## config.mk

```make
export PLATFORM = sky130hd
export DESIGN_NAME = image_dhash_compare
export DESIGN_NICKNAME = d
export VERILOG_FILES = /design/src/dhc_pkg.sv /design/src/dhc_sampler.sv /design/src/dhc_compare.sv /design/src/image_dhash_compare.sv
export SDC_FILE = /design/constraint.sdc
export NUM_CORES = 2
export LEC_CHECK = 0
export BUFFER_PORTS_ARGS = -buffer_cell sky130_fd_sc_hd__buf_2
export CORE_MARGIN = 2
export CORE_UTILIZATION = 50
export CTS_BUF_LIST = sky130_fd_sc_hd__clkbuf_4
export CTS_CLUSTER_SIZE = 25
export DETAILED_ROUTE_END_ITERATION = 7
export GPL_TIMING_DRIVEN = 1
export PLACE_DENSITY_LB_ADDON = 0.2
export SLEW_MARGIN = 10
export SYNTH_ARGS = -nofsm -noshare
export SYNTH_HDL_FRONTEND = slang
export SYNTH_SLANG_ARGS = --single-unit
```

## constraint.sdc

```tcl
create_clock -name clk -period 11.7 [get_ports clk]
set_input_delay 1.755 -clock clk [delete_from_list [all_inputs] [get_ports clk]]
set_output_delay 1.755 -clock clk [all_outputs]
set_load 0.1 [all_outputs]
```

## src/dhc_pkg.sv

```systemverilog
// Shared types, constants and helpers for the difference-hash compare block.
package dhc_pkg;

  localparam int MAX_DIMENSION = 4096;
  localparam int DIM_W         = 13;  // holds 1..MAX_DIMENSION
  localparam int COUNT_W       = 12;  // pixel position within a row or frame
  localparam int GRAY_W        = 8;
  localparam int HASH_W        = 64;
  localparam int DIST_W        = 7;
  localparam int TOL_W         = 7;

  localparam int SAMPLE_COLS   = 9;
  localparam int SAMPLE_ROWS   = 8;
  localparam int SCOL_W        = 4;   // 0..SAMPLE_COLS
  localparam int BIT_IDX_W     = 3;   // hash bit within a row
  localparam int COL_DIV       = 18;  // column spacing denominator
  localparam int ROW_SHIFT     = 4;   // row spacing denominator is 16
  localparam int SPAN_W        = 17;  // (2x+1)*W and 18*column
  localparam int ROW_PROD_W    = 16;  // (2y+1)*H

  localparam int LUMA_R        = 77;
  localparam int LUMA_G        = 150;
  localparam int LUMA_B        = 29;
  localparam int LUMA_SUM_W    = 16;

  localparam int CFG_IDX_W     = 3;
  localparam int CFG_DATA_W    = 64;

  localparam logic [CFG_IDX_W-1:0] CFG_FRAME_WIDTH      = 3'd0;
  localparam logic [CFG_IDX_W-1:0] CFG_FRAME_HEIGHT     = 3'd1;
  localparam logic [CFG_IDX_W-1:0] CFG_TOLERANCE        = 3'd2;
  localparam logic [CFG_IDX_W-1:0] CFG_BASELINE_HASH    = 3'd3;
  localparam logic [CFG_IDX_W-1:0] CFG_BASELINE_PRESENT = 3'd4;

  localparam logic [TOL_W-1:0] TOLERANCE_RESET = 7'd8;

  typedef struct packed {
    logic [7:0] red;
    logic [7:0] green;
    logic [7:0] blue;
  } pixel_t;

  typedef struct packed {
    logic [HASH_W-1:0] hash;
    logic [DIST_W-1:0] distance;
    logic              compared;
    logic              mismatch;
    logic              sticky_fail_out;
  } result_t;

  // Clamp a frame dimension into 1..MAX_DIMENSION.
  function automatic logic [DIM_W-1:0] clamp_dim(input logic [DIM_W-1:0] v);
    logic [DIM_W-1:0] r;
    r = v;
    if (v == '0) begin
      r = DIM_W'(1);
    end else if (v > DIM_W'(MAX_DIMENSION)) begin
      r = DIM_W'(MAX_DIMENSION);
    end
    return r;
  endfunction

endpackage

```

## src/dhc_sampler.sv

```systemverilog
// Raster tracking, 9x8 grid sampling and hash accumulation for one frame.
module dhc_sampler
  import dhc_pkg::*;
(
  input  logic              clk,
  input  logic              rst,
  input  logic              pixel_valid,
  output logic              pixel_ready,
  input  pixel_t            pixel,
  input  logic [DIM_W-1:0]  frame_width,
  input  logic [DIM_W-1:0]  frame_height,
  output logic              done_valid,
  input  logic              done_ready,
  output logic [HASH_W-1:0] done_hash
);

  // input register
  logic                    pix_valid;
  pixel_t                  pix;

  // frame state
  logic [COUNT_W-1:0]      column_count;
  logic [COUNT_W-1:0]      row_count;
  logic [SCOL_W-1:0]       sample_column;
  logic [GRAY_W-1:0]       previous_gray;
  logic [HASH_W-1:0]       hash_acc;

  logic [LUMA_SUM_W-1:0]   luma_sum;
  logic [GRAY_W-1:0]       gray;
  logic [SPAN_W-1:0]       col_lo;
  logic [SPAN_W-1:0]       col_hi;
  logic [SAMPLE_COLS-1:0]  col_hit;
  logic [SAMPLE_ROWS-1:0]  row_hit;
  logic [SCOL_W-1:0]       sample_column_next;
  logic                    took_sample;
  logic                    diff_set;
  logic [BIT_IDX_W-1:0]    diff_pos;
  logic [7:0]              row_bits;
  logic [HASH_W-1:0]       hash_acc_next;
  logic                    row_end;
  logic                    frame_end;
  logic                    proc_fire;

  assign luma_sum = LUMA_SUM_W'(pix.red)   * LUMA_SUM_W'(LUMA_R)
                  + LUMA_SUM_W'(pix.green) * LUMA_SUM_W'(LUMA_G)
                  + LUMA_SUM_W'(pix.blue)  * LUMA_SUM_W'(LUMA_B);
  assign gray = luma_sum[LUMA_SUM_W-1 -: GRAY_W];

  // current column scaled by 18, so sample x lands here when
  // 18*c <= (2x+1)*W < 18*(c+1)
  assign col_lo = (SPAN_W'(column_count) << 4) + (SPAN_W'(column_count) << 1);
  assign col_hi = col_lo + SPAN_W'(COL_DIV);

  always_comb begin
    for (int x = 0; x < SAMPLE_COLS; x++) begin
      col_hit[x] = (SPAN_W'(SPAN_W'(frame_width) * SPAN_W'(2 * x + 1)) >= col_lo) &&
                   (SPAN_W'(SPAN_W'(frame_width) * SPAN_W'(2 * x + 1)) <  col_hi);
    end
    for (int y = 0; y < SAMPLE_ROWS; y++) begin
      row_hit[y] = ((ROW_PROD_W'(ROW_PROD_W'(frame_height) * ROW_PROD_W'(2 * y + 1))
                     >> ROW_SHIFT) == ROW_PROD_W'(row_count));
    end
  end

  // Every sample column from the current one up to the first miss falls on
  // this pixel; only the first of them can differ from the stored gray.
  always_comb begin
    sample_column_next = SCOL_W'(SAMPLE_COLS);
    for (int x = SAMPLE_COLS - 1; x >= 0; x--) begin
      if ((SCOL_W'(x) >= sample_column) && !col_hit[x]) begin
        sample_column_next = SCOL_W'(x);
      end
    end
  end

  assign took_sample = (sample_column_next != sample_column);
  assign diff_set    = took_sample && (sample_column != '0) && (previous_gray > gray);
  assign diff_pos    = BIT_IDX_W'(sample_column - SCOL_W'(1));
  assign row_bits    = diff_set ? (8'd1 << diff_pos) : 8'd0;

  always_comb begin
    hash_acc_next = hash_acc;
    for (int y = 0; y < SAMPLE_ROWS; y++) begin
      if (row_hit[y]) begin
        hash_acc_next[y*8 +: 8] = hash_acc[y*8 +: 8] | row_bits;
      end
    end
  end

  assign row_end   = (DIM_W'(column_count) + DIM_W'(1)) >= frame_width;
  assign frame_end = row_end && ((DIM_W'(row_count) + DIM_W'(1)) >= frame_height);

  // A frame-ending pixel needs room in the done register; others never wait.
  assign proc_fire   = pix_valid && (!frame_end || !done_valid || done_ready);
  assign pixel_ready = !pix_valid || proc_fire;

  always_ff @(posedge clk) begin
    if (rst) begin
      pix_valid <= 1'b0;
    end else if (pixel_valid && pixel_ready) begin
      pix_valid <= 1'b1;
    end else if (proc_fire) begin
      pix_valid <= 1'b0;
    end
    if (pixel_valid && pixel_ready) begin
      pix <= pixel;
    end
  end

  always_ff @(posedge clk) begin
    if (rst) begin
      column_count  <= '0;
      row_count     <= '0;
      sample_column <= '0;
      previous_gray <= '0;
      hash_acc      <= '0;
    end else if (proc_fire) begin
      if (!row_end) begin
        column_count  <= column_count + COUNT_W'(1);
        sample_column <= sample_column_next;
        previous_gray <= took_sample ? gray : previous_gray;
        hash_acc      <= hash_acc_next;
      end else if (!frame_end) begin
        column_count  <= '0;
        row_count     <= row_count + COUNT_W'(1);
        sample_column <= '0;
        previous_gray <= '0;
        hash_acc      <= hash_acc_next;
      end else begin
        column_count  <= '0;
        row_count     <= '0;
        sample_column <= '0;
        previous_gray <= '0;
        hash_acc      <= '0;
      end
    end
  end

  always_ff @(posedge clk) begin
    if (rst) begin
      done_valid <= 1'b0;
    end else if (proc_fire && frame_end) begin
      done_valid <= 1'b1;
    end else if (done_ready) begin
      done_valid <= 1'b0;
    end
    if (proc_fire && frame_end) begin
      done_hash <= hash_acc_next;
    end
  end

endmodule

```

## src/dhc_compare.sv

```systemverilog
// Baseline comparison: Hamming distance, mismatch flag and sticky fail.
module dhc_compare
  import dhc_pkg::*;
(
  input  logic              clk,
  input  logic              rst,
  input  logic              hash_valid,
  output logic              hash_ready,
  input  logic [HASH_W-1:0] hash,
  input  logic [HASH_W-1:0] baseline_hash,
  input  logic              baseline_present,
  input  logic [TOL_W-1:0]  tolerance,
  output logic              result_valid,
  input  logic              result_ready,
  output result_t           result
);

  logic                    cnt_valid;
  logic [HASH_W-1:0]       cnt_hash;
  logic [3:0]              byte_count [8];
  logic [3:0]              byte_count_next [8];
  logic [HASH_W-1:0]       diff;
  logic [DIST_W-1:0]       dist_sum;
  logic [DIST_W-1:0]       distance;
  logic                    mismatch;
  logic                    sticky_fail;
  logic                    out_free;

  assign diff = hash ^ baseline_hash;

  // first half: count ones per byte
  always_comb begin
    for (int i = 0; i < 8; i++) begin
      byte_count_next[i] = '0;
      for (int j = 0; j < 8; j++) begin
        byte_count_next[i] = byte_count_next[i] + 4'(diff[i*8 + j]);
      end
    end
  end

  // second half: add the byte counts
  always_comb begin
    dist_sum = '0;
    for (int i = 0; i < 8; i++) begin
      dist_sum = dist_sum + DIST_W'(byte_count[i]);
    end
  end

  // distance never exceeds 64, so comparing against the raw tolerance
  // matches the saturated one
  assign distance = baseline_present ? dist_sum : '0;
  assign mismatch = baseline_present && (dist_sum > tolerance);

  assign out_free   = !result_valid || result_ready;
  assign hash_ready = !cnt_valid || out_free;

  always_ff @(posedge clk) begin
    if (rst) begin
      cnt_valid <= 1'b0;
    end else if (hash_valid && hash_ready) begin
      cnt_valid <= 1'b1;
    end else if (out_free) begin
      cnt_valid <= 1'b0;
    end
    if (hash_valid && hash_ready) begin
      cnt_hash   <= hash;
      byte_count <= byte_count_next;
    end
  end

  always_ff @(posedge clk) begin
    if (rst) begin
      result_valid <= 1'b0;
      sticky_fail  <= 1'b0;
    end else begin
      if (cnt_valid && out_free) begin
        result_valid <= 1'b1;
        sticky_fail  <= sticky_fail | mismatch;
      end else if (result_ready) begin
        result_valid <= 1'b0;
      end
    end
    if (cnt_valid && out_free) begin
      result.hash            <= cnt_hash;
      result.distance        <= distance;
      result.compared        <= baseline_present;
      result.mismatch        <= mismatch;
      result.sticky_fail_out <= sticky_fail | mismatch;
    end
  end

endmodule

```

## src/image_dhash_compare.sv

```systemverilog
// Top level: 64-bit difference hash of a streamed RGB frame with baseline compare.
//
//   channel  | dir | handshake               | payload
//   ---------+-----+-------------------------+---------------------------------
//   pixel    | in  | pixel_valid/pixel_ready | pixel_t: red, green, blue
//   result   | out | result_valid/ready      | result_t: hash, distance, flags
//   cfg      | in  | cfg_valid/cfg_ready     | cfg_index, cfg_data
//
// One pixel beat is taken every cycle unless a frame end stalls the input (see
// below); the frame state updates behind the pixel input register, so the
// sustained rate is one pixel per clock. After the frame's last pixel beat a
// result passes the pixel register, hash register, per-byte count stage, result register.
// Reset clears the frame position, hash, sticky fail and config to defaults.
// Only a stalled result backs up the count stage and hash register; pixels keep
// flowing until a frame-ending pixel finds the hash register still occupied.
module image_dhash_compare
  import dhc_pkg::*;
(
  input  logic                  clk,
  input  logic                  rst,
  input  logic                  pixel_valid,
  output logic                  pixel_ready,
  input  pixel_t                pixel,
  output logic                  result_valid,
  input  logic                  result_ready,
  output result_t               result,
  input  logic                  cfg_valid,
  output logic                  cfg_ready,
  input  logic [CFG_IDX_W-1:0]  cfg_index,
  input  logic [CFG_DATA_W-1:0] cfg_data
);

  // configuration registers; dimensions are stored already clamped
  logic [DIM_W-1:0]  frame_width;
  logic [DIM_W-1:0]  frame_height;
  logic [TOL_W-1:0]  tolerance;
  logic [HASH_W-1:0] baseline_hash;
  logic              baseline_present;

  // sampler to compare hand-off
  logic              done_valid;
  logic              done_ready;
  logic [HASH_W-1:0] done_hash;

  // register writes are always accepted
  assign cfg_ready = 1'b1;

  always_ff @(posedge clk) begin
    if (rst) begin
      frame_width      <= DIM_W'(1);
      frame_height     <= DIM_W'(1);
      tolerance        <= TOLERANCE_RESET;
      baseline_hash    <= '0;
      baseline_present <= 1'b0;
    end else if (cfg_valid && cfg_ready) begin
      unique case (cfg_index)
        CFG_FRAME_WIDTH: begin
          frame_width <= clamp_dim(cfg_data[DIM_W-1:0]);
        end
        CFG_FRAME_HEIGHT: begin
          frame_height <= clamp_dim(cfg_data[DIM_W-1:0]);
        end
        CFG_TOLERANCE: begin
          tolerance <= cfg_data[TOL_W-1:0];
        end
        CFG_BASELINE_HASH: begin
          baseline_hash <= cfg_data[HASH_W-1:0];
        end
        CFG_BASELINE_PRESENT: begin
          baseline_present <= cfg_data[0];
        end
        default: begin
          // drop writes to unmapped indexes
        end
      endcase
    end
  end

  // track raster position, pick grid samples, build the hash
  dhc_sampler u_sampler (
    .clk          (clk),
    .rst          (rst),
    .pixel_valid  (pixel_valid),
    .pixel_ready  (pixel_ready),
    .pixel        (pixel),
    .frame_width  (frame_width),
    .frame_height (frame_height),
    .done_valid   (done_valid),
    .done_ready   (done_ready),
    .done_hash    (done_hash)
  );

  // compare each finished hash with the baseline and hold the result beat
  dhc_compare u_compare (
    .clk              (clk),
    .rst              (rst),
    .hash_valid       (done_valid),
    .hash_ready       (done_ready),
    .hash             (done_hash),
    .baseline_hash    (baseline_hash),
    .baseline_present (baseline_present),
    .tolerance        (tolerance),
    .result_valid     (result_valid),
    .result_ready     (result_ready),
    .result           (result)
  );

endmodule
```

==> impl_metrics.prom <==
# TYPE chip_impl_metric gauge
chip_impl_metric{name="fp.dieArea",unit="sq um"} 82900
chip_impl_metric{name="number_of_maximum_capacitance_constraint_violations",unit=""} 0
chip_impl_metric{name="synthesis.area",unit="sq um"} 40300
chip_impl_metric{name="htree_levels",unit=""} 3
chip_impl_metric{name="wl_per_cell",unit="um"} 19.4
chip_impl_metric{name="slew_headroom",unit=""} 0.152
chip_impl_metric{name="min_period_over_period",unit=""} 0.736
chip_impl_metric{name="dr_drc_count",unit=""} 0
chip_impl_metric{name="power.ir.vdd_worst",unit="mV"} 0.508
chip_impl_metric{name="initial_antenna_violation_count",unit=""} 1
chip_impl_metric{name="die_h",unit="um"} 288
chip_impl_metric{name="cellPowerDensity",unit="nW/um^2"} 146
chip_impl_info{name="yosys_most_used_dff",value="edfxtp_1"} 1
chip_impl_metric{name="yosys_warnings",unit=""} 0
chip_impl_metric{name="number_of_top_level_pins",unit=""} 173
chip_impl_metric{name="place.detailed.hpwl",unit="um"} 82000
chip_impl_metric{name="avgSynthCellArea",unit="sq um"} 9.95
chip_impl_metric{name="timing_hold_violations_final",unit=""} 0
chip_impl_metric{name="post_cts_resize_count",unit=""} 0
chip_impl_metric{name="synth.top_cell.area_share",unit=""} 0.205
chip_impl_metric{name="areaGrowthSynthToFinish",unit="%"} 9.39
chip_impl_metric{name="number_of_enable_type_register_cells_in_the_synthesized_netlist",unit=""} 258
chip_impl_metric{name="crit_path_largest_cell_delay",unit="ps"} 780
chip_impl_info{name="synth_top_area_cell",value="ha_1"} 1
chip_impl_metric{name="mappedNetlistNets",unit=""} 5030
chip_impl_info{name="hold_path_class",value="flip-flop to flip-flop"} 1
chip_impl_metric{name="final_antenna_net_count",unit=""} 0
chip_impl_metric{name="global_route_wire_length_before_repair",unit="um"} 168000
chip_impl_metric{name="dieWidth",unit="um"} 288
chip_impl_info{name="rsz0062_at_grt",value="no"} 1
chip_impl_metric{name="groute.usage.overall",unit=""} 0.259
chip_impl_metric{name="post-cts-setup-buffer-count",unit=""} 0
chip_impl_metric{name="tightestPinTransition",unit="ps"} 1260
chip_impl_metric{name="io_buffers",unit=""} 171
chip_impl_metric{name="final_core_utilization",unit=""} 0.550
chip_impl_metric{name="pin_count_of_the_biggest_net_entering_global_routing",unit=""} 79
chip_impl_info{name="worstSetupStartpointType",value="flip-flop"} 1
chip_impl_info{name="post-synth-top-count-cell",value="ha_1"} 1
chip_impl_metric{name="skew",unit="ps"} 98.1
chip_impl_metric{name="synth_seq_cells",unit=""} 461
chip_impl_info{name="timing.critical_path.mode_cell",value="fa_1"} 1
chip_impl_info{name="cell_at_the_root_of_the_clock_tree",value="clkbuf_4"} 1
chip_impl_metric{name="ctsHoldBuffers",unit=""} 0
chip_impl_metric{name="postRouteWirelength",unit="um"} 106000
chip_impl_metric{name="coreArea",unit="sq um"} 80200
chip_impl_info{name="setup.worst_path.class",value="flip-flop to flip-flop"} 1
chip_impl_info{name="cts_tree",value="yes"} 1
chip_impl_metric{name="layout-drive-gt1-share",unit=""} 0.109
chip_impl_metric{name="setup_viol_count_final",unit=""} 0
chip_impl_metric{name="period_minus_slack",unit="ps"} 8610
chip_impl_metric{name="setup_total_negative_slack",unit="ps"} 0
chip_impl_metric{name="cts_inserted_buffers",unit=""} 116
chip_impl_info{name="post_synth_most_frequent_cells",value="ha_1, inv_1, nand2_1"} 1
chip_impl_metric{name="synth.lib_cells_used.distinct",unit=""} 95
chip_impl_metric{name="ys_seq_area_frac",unit=""} 0.293
chip_impl_metric{name="critPathMaxFanout",unit=""} 28
chip_impl_metric{name="vias",unit=""} 30438
chip_impl_metric{name="async_reset_ff_frac",unit=""} 0
chip_impl_metric{name="vias_per_cell",unit=""} 5.58
chip_impl_metric{name="gr-total-overflow",unit=""} 0
chip_impl_metric{name="n_fill_cell",unit=""} 7319
chip_impl_metric{name="gp_congestion",unit=""} 0.937
chip_impl_metric{name="timing.critical_path.arrival",unit="ps"} 9180
chip_impl_metric{name="design.final.nets",unit=""} 5277
chip_impl_metric{name="floorplan.initialDensity",unit=""} 0.503
chip_impl_metric{name="synthCells",unit=""} 4050
chip_impl_info{name="most_area_consuming_cells_after_synthesis",value="ha_1, edfxtp_1, fa_1, dfxtp_1, xnor2_1"} 1
chip_impl_metric{name="first_global_vias",unit=""} 30000
chip_impl_info{name="critPathCaptureType",value="flip-flop"} 1
chip_impl_metric{name="timing_max_transition_violations_final",unit=""} 0
chip_impl_info{name="cp_slowest_cell",value="a21o_1"} 1
chip_impl_metric{name="cts.reportedPaths.clkPinSlew",unit="ps"} 80
chip_impl_metric{name="clk_path_buf_depth",unit=""} 3
chip_impl_info{name="status",value="complete, no violations"} 1
chip_impl_metric{name="worst_skew_pair.late_latency",unit="ps"} 940
chip_impl_metric{name="cts.sink_count",unit=""} 461
chip_impl_metric{name="required",unit="ps"} 12280
chip_impl_metric{name="row_count",unit=""} 104
chip_impl_metric{name="drt_pre_antenna_iters",unit=""} 5
chip_impl_metric{name="drtIter0Drc",unit=""} 2224
chip_impl_metric{name="max_freq",unit="MHz"} 116
chip_impl_metric{name="power.static_leakage",unit="uW"} 0.0204
## path summary, 6_finish.rpt
| check | start | end | slack (ps) | cells past startpoint |
|---|---|---|---|---|
| max | u_sampler.pix[12]$_DFFE_PP_ | u_sampler.done_hash[14]$_DFFE_PP_ | 3090 | 29 |
| min | u_compare.cnt_hash[46]$_DFFE_PP_ | u_compare.result[56]$_DFFE_PP_ | 350 | 0 |
| max reg2reg | u_sampler.pix[12]$_DFFE_PP_ | u_sampler.done_hash[14]$_DFFE_PP_ | 3090 | 29 |
| min reg2reg | u_compare.cnt_hash[46]$_DFFE_PP_ | u_compare.result[56]$_DFFE_PP_ | 350 | 0 |
## metal layers
metal  part of all wire  routed length (um)  global-route usage  vias to the layer above
met2               0.45               47600               0.417                      873
li1                   -                   -                   -                    14871
met3              0.061                6420              0.0311                      113
met4              0.018                1940              0.0593                        0
met5                  0                   0                   0                        -
met1               0.47               50000               0.373                    14581
## report_power, final
part	total, uW	switching (uW)	internal [uW]
Clock	1370	683	691
Combinational	3240	1850	1390
Sequential	1830	46.9	1790
Total	6450	2580	3870
## kinds of logic (layout without fill, tap and decap cells)
kind of cell / Yosys count / in the layout / share of synthesized area
mux: 18 / 18 / 0.00491
xor+xnor: 357 / 357 / 0.0776
other cells: 1 / 4 / 0.0000931
flops: 461 / 461 / 0.293
buf+inv: 553 / 899 / 0.0530
simple gates: 864 / 864 / 0.103
fa+ha+maj: 884 / 884 / 0.316
compound gates: 912 / 912 / 0.152
## area by class of cell
type	count	area, sq um	share of cell area
clock inverters	43	225	0.00511
diodes	3	7.51	0.000170
clock buffers	174	1310	0.0296
flip-flops and latches	461	11800	0.268
well taps	1060	1330	0.0301
multi-input cells	3036	26400	0.599
inverters	455	1710	0.0388
repair buffers	227	1280	0.0290
## stage by stage
step	hold slack (ps)	total power [uW]	area, sq um	setup slack, ps	instances
after floorplan	400	4390	40300	1130	4050
after global placement	400	5070	42500	3210	5239
after detailed placement	405	5120	42500	3130	5239
after CTS	340	6530	44100	3090	5456
after global routing	371	7110	44100	2450	5457
final	347	6450	44100	3090	5459
## state kept, by name (all words and copies together), names as in the netlist
name	flops
u_compare.cnt_valid	1
u_compare.result	74
frame_height	13
tolerance	7
u_compare.byte_count	32
u_sampler.pix	24
u_sampler.done_hash	64
frame_width	13
u_sampler.hash_acc	64
baseline_hash	64
u_sampler.sample_column	4
u_sampler.done_valid	1
u_compare.result_valid	1
u_compare.sticky_fail	1
baseline_present	1
u_compare.cnt_hash	64
u_sampler.previous_gray	8
u_sampler.pix_valid	1
u_sampler.column_count	12
u_sampler.row_count	12
## cells in the final DEF (no fill, tap or decap), types with 12 or more instances in the layout
master       n
o21ai_1     13
o21ai_0    120
a31o_1      38
clkbuf_4   174
fa_1       223
a21oi_1    303
and3_1      27
or2_2       17
o21a_1      30
nand2b_1    34
a32o_1      28
o211ai_1    14
xnor2_1    218
a31o_2      13
buf_4       57
nor2_1     154
nand2_1    333
nor3_1      50
nor4_1      12
and2_1      21
buf_2      170
clkinv_1    31
o2111ai_1   13
inv_1      455
o21bai_1    53
a31oi_1     25
a21o_1      79
a211oi_1    23
nor2b_1     61
o31ai_1     34
edfxtp_1   258
mux2i_1     16
dfxtp_1    203
nand3_1     56
a2111oi_0   15
xor2_1     136
ha_1       661
nand4_1     39
## worst max-delay path: cells and delay by family (launching register included)
| family | cells | cell delay (ps) |
|---|---|---|
| simple gates | 4 | 650 |
| fa+ha+maj | 11 | 4540 |
| flops | 1 | 470 |
| buf+inv | 4 | 180 |
| compound gates | 8 | 2030 |
| xor+xnor | 2 | 420 |
Power figures use the tool's default switching activity.
